==> src/rtl/core/u8s_pkg.sv <==
// Shared types, codes and constants of the UTF-8 text sniffer.
// No dependencies; the scan logic, the top level and the testbench import it.
package u8s_pkg;

	localparam int unsigned MagicLen = 5;

	typedef enum logic [1:0] {
		VERDICT_TEXT    = 2'd0,
		VERDICT_NUL     = 2'd1,
		VERDICT_INVALID = 2'd2
	} verdict_t;

	// Constraint on the byte after a lead byte
	typedef enum logic [2:0] {
		LC_NONE = 3'd0,
		LC_E0   = 3'd1,
		LC_ED   = 3'd2,
		LC_F0   = 3'd3,
		LC_F4   = 3'd4
	} lead_class_t;

	typedef struct packed {
		logic [7:0] data_byte;
		logic       last;
	} sample_t;

	typedef struct packed {
		logic       pdf_magic;
		logic [1:0] content_verdict;
	} report_t;

	typedef struct packed {
		logic [2:0]  magic_pos;
		logic        magic_match;
		logic [1:0]  bytes_rem;
		lead_class_t lead_class;
		logic        pending_err;
		logic        invalid_seen;
		logic        nul_seen;
	} scan_state_t;

	localparam scan_state_t ScanReset = '{
		magic_pos:    3'd0,
		magic_match:  1'b1,
		bytes_rem:    2'd0,
		lead_class:   LC_NONE,
		pending_err:  1'b0,
		invalid_seen: 1'b0,
		nul_seen:     1'b0
	};

	// Expected byte of "%PDF-" at a given position
	function automatic logic [7:0] magic_char(input logic [2:0] pos);
		logic [7:0] c;
		case (pos)
			3'd0: c = 8'h25;
			3'd1: c = 8'h50;
			3'd2: c = 8'h44;
			3'd3: c = 8'h46;
			3'd4: c = 8'h2D;
			default: c = 8'h00;
		endcase
		return c;
	endfunction

endpackage

==> src/rtl/core/u8s_stream_if.sv <==
// Valid/ready stream channel with a typed payload.
// Depends on nothing; payload types come from u8s_pkg at instantiation.
interface u8s_stream_if #(parameter type payload_t = logic);
	logic     valid;
	logic     ready;
	payload_t payload;

	modport source (output valid, output payload, input ready);
	modport sink   (input valid, input payload, output ready);
endinterface

==> src/rtl/core/u8s_scan.sv <==
// Next-state and result logic of the sniffer for one sample byte.
// Depends on u8s_pkg.
module u8s_scan (
	input  u8s_pkg::scan_state_t cur,
	input  logic [7:0]           data_byte,
	input  logic                 last,
	output u8s_pkg::scan_state_t nxt,
	output u8s_pkg::report_t     result
);
	import u8s_pkg::*;

	scan_state_t upd;
	logic        bad;
	logic [1:0]  rem_dec;

	always_comb begin
		upd     = cur;
		bad     = 1'b0;
		rem_dec = cur.bytes_rem - 2'd1;

		// compare the leading bytes against the PDF signature
		if (cur.magic_pos < 3'(MagicLen)) begin
			if (data_byte != magic_char(cur.magic_pos)) begin
				upd.magic_match = 1'b0;
			end
			upd.magic_pos = cur.magic_pos + 3'd1;
		end
		if (data_byte == 8'h00) begin
			upd.nul_seen = 1'b1;
		end

		if (cur.bytes_rem == 2'd0) begin
			// lead byte
			upd.pending_err = 1'b0;
			upd.lead_class  = LC_NONE;
			if (data_byte < 8'h80) begin
				upd.bytes_rem = 2'd0;
			end else if (data_byte >= 8'hC2 && data_byte <= 8'hDF) begin
				upd.bytes_rem = 2'd1;
			end else if (data_byte >= 8'hE0 && data_byte <= 8'hEF) begin
				upd.bytes_rem = 2'd2;
				if (data_byte == 8'hE0) upd.lead_class = LC_E0;
				else if (data_byte == 8'hED) upd.lead_class = LC_ED;
			end else if (data_byte >= 8'hF0 && data_byte <= 8'hF4) begin
				upd.bytes_rem = 2'd3;
				if (data_byte == 8'hF0) upd.lead_class = LC_F0;
				else if (data_byte == 8'hF4) upd.lead_class = LC_F4;
			end else begin
				upd.invalid_seen = 1'b1;
			end
		end else begin
			// continuation byte
			bad = (data_byte & 8'hC0) != 8'h80;
			case (cur.lead_class)
				LC_E0:   bad = bad || (data_byte < 8'hA0);
				LC_ED:   bad = bad || (data_byte >= 8'hA0);
				LC_F0:   bad = bad || (data_byte < 8'h90);
				LC_F4:   bad = bad || (data_byte >= 8'h90);
				default: bad = bad;
			endcase
			upd.lead_class = LC_NONE;
			if (bad) upd.pending_err = 1'b1;
			upd.bytes_rem = rem_dec;
			if (rem_dec == 2'd0) begin
				if (upd.pending_err) upd.invalid_seen = 1'b1;
				upd.pending_err = 1'b0;
			end
		end
	end

	always_comb begin
		result.pdf_magic = upd.magic_match && (upd.magic_pos == 3'(MagicLen));
		if (upd.nul_seen) begin
			result.content_verdict = VERDICT_NUL;
		end else if (upd.invalid_seen) begin
			result.content_verdict = VERDICT_INVALID;
		end else begin
			result.content_verdict = VERDICT_TEXT;
		end
		nxt = last ? ScanReset : upd;
	end

endmodule

==> src/rtl/core/utf8_text_sniffer_unit.sv <==
// UTF-8 text sniffer: top level with input register, scan state and result register.
// Depends on u8s_pkg, u8s_stream_if and u8s_scan.
//
// The block takes the leading bytes of a file, one byte per transfer on the
// sample channel, with last set on the final byte. For each sample it returns
// one transfer on the report channel: pdf_magic says whether the sample began
// with "%PDF-", and content_verdict gives 0 for valid UTF-8 text, 1 if any NUL
// byte was seen (this wins over an invalid encoding), 2 for invalid UTF-8. A
// multibyte sequence cut off by the end of the sample is not held against it.
// The block sustains one byte per clock: a byte lands in the input register,
// and the scan state and the result register update from it as it advances,
// so the report is loaded into the result register as the final byte leaves
// the input register, and a ready receiver takes it from there.
// The rate is set by the single scan state update per cycle; bytes without
// last never wait, and a final byte waits only while an earlier report is
// still held in the result register. The scan state clears after every sample,
// so samples follow one another with no gap. Limiting the sample length
// is left to the feeder.
module utf8_text_sniffer_unit (
	input  logic         clk,
	input  logic         arst_n,
	u8s_stream_if.sink   sample,
	u8s_stream_if.source report
);
	import u8s_pkg::*;

	logic        valid_s1;
	sample_t     sample_s1;
	scan_state_t state_q;
	scan_state_t state_d;
	report_t     result;
	report_t     report_q;
	logic        report_valid_q;
	logic        advance;

	// Advance the held byte unless it ends a sample and the last report is
	// still waiting to be taken.
	assign advance      = valid_s1 && (!sample_s1.last || !report_valid_q || report.ready);
	assign sample.ready = !valid_s1 || advance;

	// Input register
	always_ff @(posedge clk or negedge arst_n) begin
		if (!arst_n) begin
			valid_s1 <= 1'b0;
		end else if (sample.ready) begin
			valid_s1 <= sample.valid;
		end
	end

	always_ff @(posedge clk) begin
		if (sample.valid && sample.ready) begin
			sample_s1 <= sample.payload;
		end
	end

	u8s_scan u_scan (
		.cur       (state_q),
		.data_byte (sample_s1.data_byte),
		.last      (sample_s1.last),
		.nxt       (state_d),
		.result    (result)
	);

	// Scan state: advance once per byte; the scan logic clears it on last.
	always_ff @(posedge clk or negedge arst_n) begin
		if (!arst_n) begin
			state_q <= ScanReset;
		end else if (advance) begin
			state_q <= state_d;
		end
	end

	// Result register: load on a final byte, drop once transferred.
	always_ff @(posedge clk or negedge arst_n) begin
		if (!arst_n) begin
			report_valid_q <= 1'b0;
		end else if (advance && sample_s1.last) begin
			report_valid_q <= 1'b1;
		end else if (report.ready) begin
			report_valid_q <= 1'b0;
		end
	end

	always_ff @(posedge clk) begin
		if (advance && sample_s1.last) begin
			report_q <= result;
		end
	end

	assign report.valid   = report_valid_q;
	assign report.payload = report_q;

	// No second-byte rule stays armed once a sequence is closed.
	a_class_idle: assert property (@(posedge clk) disable iff (!arst_n)
		state_q.bytes_rem == 2'd0 |-> state_q.lead_class == LC_NONE)
		else $error("lead class armed outside a sequence");

	// A pending error lives only inside an open sequence.
	a_pending_open: assert property (@(posedge clk) disable iff (!arst_n)
		state_q.pending_err |-> state_q.bytes_rem != 2'd0)
		else $error("pending error outside a sequence");

	// The signature position saturates at its length.
	a_magic_sat: assert property (@(posedge clk) disable iff (!arst_n)
		state_q.magic_pos <= 3'(MagicLen))
		else $error("signature position past its length");

	// A final byte always leaves the scan state cleared.
	a_clear_after_last: assert property (@(posedge clk) disable iff (!arst_n)
		advance && sample_s1.last |=> state_q == ScanReset)
		else $error("scan state not cleared after final byte");

	// A final byte that cannot advance holds in the input register.
	a_stall_holds: assert property (@(posedge clk) disable iff (!arst_n)
		valid_s1 && sample_s1.last && !advance |=> valid_s1 && sample_s1.last)
		else $error("stalled final byte lost");

endmodule

==> src/flat_wrapper.sv <==
// flat-port wrapper written by rule: the top's interface ports become plain ports
module utf8_text_sniffer_unit_flat import u8s_pkg::*;
  (clk, arst_n, sample_valid, sample_payload, sample_ready, report_valid, report_payload, report_ready);
  u8s_stream_if #(.payload_t(sample_t)) sample_i ();
  u8s_stream_if #(.payload_t(report_t)) report_i ();
  input  logic clk;
  input  logic arst_n;
  input wire logic [$bits(sample_i.valid)-1:0] sample_valid;
  input wire logic [$bits(sample_i.payload)-1:0] sample_payload;
  output wire logic [$bits(sample_i.ready)-1:0] sample_ready;
  output wire logic [$bits(report_i.valid)-1:0] report_valid;
  output wire logic [$bits(report_i.payload)-1:0] report_payload;
  input wire logic [$bits(report_i.ready)-1:0] report_ready;
  assign sample_i.valid = sample_valid;
  assign sample_i.payload = sample_payload;
  assign sample_ready = sample_i.ready;
  assign report_valid = report_i.valid;
  assign report_payload = report_i.payload;
  assign report_i.ready = report_ready;
  utf8_text_sniffer_unit u_core (.clk(clk), .arst_n(arst_n), .sample(sample_i), .report(report_i));
endmodule
==> config.mk <==
export PLATFORM = sky130hd
export DESIGN_NAME = utf8_text_sniffer_unit_flat
export DESIGN_NICKNAME = d
export VERILOG_FILES = /design/src/rtl/core/u8s_pkg.sv /design/src/rtl/core/u8s_stream_if.sv /design/src/rtl/core/u8s_scan.sv /design/src/rtl/core/utf8_text_sniffer_unit.sv /design/src/flat_wrapper.sv
export SDC_FILE = /design/constraint.sdc
export NUM_CORES = 1
export LEC_CHECK = 0
export ABC_CLOCK_PERIOD_IN_PS = 1850
export BUFFER_PORTS_ARGS = -buffer_cell sky130_fd_sc_hd__buf_2
export CAP_MARGIN = 20
export CORE_ASPECT_RATIO = 0.5
export CORE_MARGIN = 2
export CORE_UTILIZATION = 51
export CTS_CLUSTER_DIAMETER = 100
export CTS_CLUSTER_SIZE = 12
export DETAILED_ROUTE_END_ITERATION = 10
export PLACE_DENSITY = 0.86
export SETUP_SLACK_MARGIN = 0.2
export SLEW_MARGIN = 25
export SYNTH_ARGS = -nofsm -noshare
export SYNTH_HDL_FRONTEND = slang
export SYNTH_SLANG_ARGS = --single-unit
==> constraint.sdc <==
create_clock -name clk -period 1.85 [get_ports clk]
set_clock_uncertainty 0.1 [all_clocks]
set_input_delay 0.37 -clock clk [delete_from_list [all_inputs] [get_ports clk]]
set_output_delay 0.37 -clock clk [all_outputs]
set_load 0.02 [all_outputs]
==> results.ini <==
[pwr]
p_leak_nw = 0.825
powerDensity_nw_per_um2 = 905
ir_worst_vdd_uv = 674
finalPower_mw = 1.83

[route]
vias = 1483
ant_nets = 0
routed_via_density = 6.62
first_iter_violations = 177
drc = 0
routedWlPerCell_um = 20.8
dr.pass1.iters = 5
drt_wl_total_mm = 4.66

[yosys]
synthCells = 142
synthesis.area_um2 = 1440
synth_top_area_share_pct = 25.0
synth_top_area_cell = edfxtp_1
seq_area_frac_synth_pct = 49.4
synth-edff-count = 12
syn_avg_cell_area_um2 = 10.1
ys.flop_type = dfrtp_1
ys_ff_latch = 26
mappedNetlistNets = 161
async_flop_share_pct = 53.8
synthTopCellsByArea = edfxtp_1, dfrtp_1, ha_1, o21ai_0, nand2_1
ys_types = 41
ys_warn_count = 0

[placement]
portBuffers = 17
place.gp.congestion = 0.833
hpwlAfterDp_mm = 2.46
place_inst = 210
place_ws_ns = -0.177
postPlaceCellArea_um2 = 1710

[floorplan]
start_util_pct = 54.7
num_rows = 13
core_area_um2 = 2640
dieArea_um2 = 3290
ioPinCount = 18
dieWidth_um = 79.2
die_h_um = 41.6

[clock_network]
cts_tree = yes
clkLatencyLatePin_ns = 0.29
clk_pin_slew_ns = 0.09
cts-buffers-inserted = 3
clock_path_buffers = 2
cts_root_buf = clkbuf_8
h-tree-depth = 1
clkSinkCount = 26

[sta]
period_share_pct = 118
max_freq_ghz = 0.457
rsz0062_at_grt = true
fin_crit_ns = 2.19
hold_viol = 0
setup_ws_ns = -0.337
relSlewSlack_pct = 74.0
slew_violations = 0
worst_pin_slew_ns = 0.390
fin_setup_tns_ns = -0.747
setup_viol = 5

[global_route]
grtUsageTotal_pct = 25.5
grt_pass1_vias = 1319
grt.overflow.total = 0
antenna_found_initial = 0
grt_start_max_net_pins = 16
grt_pass1_wl_mm = 6.33

[cells_and_area]
final_common_cell = buf_4
drive_gt1_share_pct = 43.9
areaGrowthSynthToFinish_pct = 40.7
instances_no_fill = 224
final_cell_mix = buf_4, buf_2, nand2_1
diodes = 0
stdcell_area_um2 = 2030
layout.nets = 207

[setup_path]
cp_max_fo = 4
arrival_ns = 2.13
start_kind = register
worst_setup_path_end_kind = register
critical_path_class = register to register
cp.required_ns = 1.80

[job]
maxCapViolCount = 0

[run_status]
status = complete, but fails checks
violations = negative setup slack

[min_path]
hold_class = input port to register

cells in the mapped netlist, drive strengths merged (3+ instances only):
| master | n |
|---|---|
| nor2 | 10 |
| inv | 7 |
| nand2 | 14 |
| ha | 6 |
| edfxtp | 12 |
| nand2b | 3 |
| buf | 4 |
| nand4b | 4 |
| a21oi | 8 |
| nand4 | 3 |
| dfrtp | 13 |
| a22o | 4 |
| o21ai | 11 |
| nor3 | 6 |
| nand3 | 4 |
sequential cells by signal (all words and copies together), names as in the netlist:
name                   count
u_core.report.payload      3
u_core.report.valid        1
u_core.state_q            12
u_core.sample_s1           9
u_core.valid_s1            1
power breakdown:
group | switching, mW | internal, mW | leakage, nW
sequential | 0.0831 | 0.667 | 0.298
clock | 0.201 | 0.291 | 0.0357
combinational | 0.313 | 0.277 | 0.491
total | 0.598 | 1.23 | 0.825
stage by stage:
stage	hold slack (ns)	util (%)
after detailed placement	0.188	65.0
after global routing	0.133	76.9
after global placement	0.179	65.0
after CTS	0.153	71.0
final	0.149	76.9
after floorplan	-0.0256	-
path summary, 6_finish.rpt:
path | start | to | depth (start not counted) | slack [ns]
setup / recovery | u_core.state_q[9] | u_core.report.payload[2] | 6 | -0.34
hold / removal | sample_payload[8] | u_core.sample_s1[8] | 1 | 0.15
setup reg to reg | u_core.state_q[9] | u_core.report.payload[2] | 6 | -0.34
hold reg to reg | u_core.state_q[8] | u_core.state_q[8] | 2 | 0.46
max in group asynchronous | arst_n | u_core.state_q[8] | 2 | 0.96
min in group asynchronous | arst_n | u_core.state_q[11] | 2 | 0.40
final cells by class:
type / count / area (um2)
Sequential cell: 26 / 714
Fill cell: 142 / 609
Multi-Input combinational cell: 103 / 838
Timing Repair Buffer: 46 / 320
Clock buffer: 3 / 41.3
Tap cell: 37 / 46.3
Clock inverter: 1 / 30.0
Inverter: 8 / 35.0
cells by family after synthesis:
kind of cell / synth area share (%)
compound gates: 17.8
xor+xnor: 0.608
fa+ha+maj: 5.21
buf+inv: 4.17
flops: 49.4
mux: 1.39
simple gates: 21.4
what timing repair did:
item	CTS	global route
endpoints found under the setup margin	8	12
hold buffers	1	0
hold endpoints to repair	13	0
setup buffers	4	5
pin swaps	4	16
gates resized for setup	11	25
worst max-delay path, cell delays in order, from the launching register on:
cell and delay, ns:
dfrtp_2 0.50, ha_4 0.19, or4_4 0.52, o211ai_1 0.15, mux2i_1 0.14, a31oi_1 0.25
nor2_1 0.09
metal layers:
layer | share of wire (%) | vias to the layer above | GRT usage (%)
met5 | 0 | - | 0
met4 | 5.2 | 0 | 11.7
met3 | 14 | 36 | 10.2
met2 | 44 | 148 | 38.1
met1 | 37 | 680 | 32.7
li1 | - | 619 | -
(Power assumes the default switching activity.)
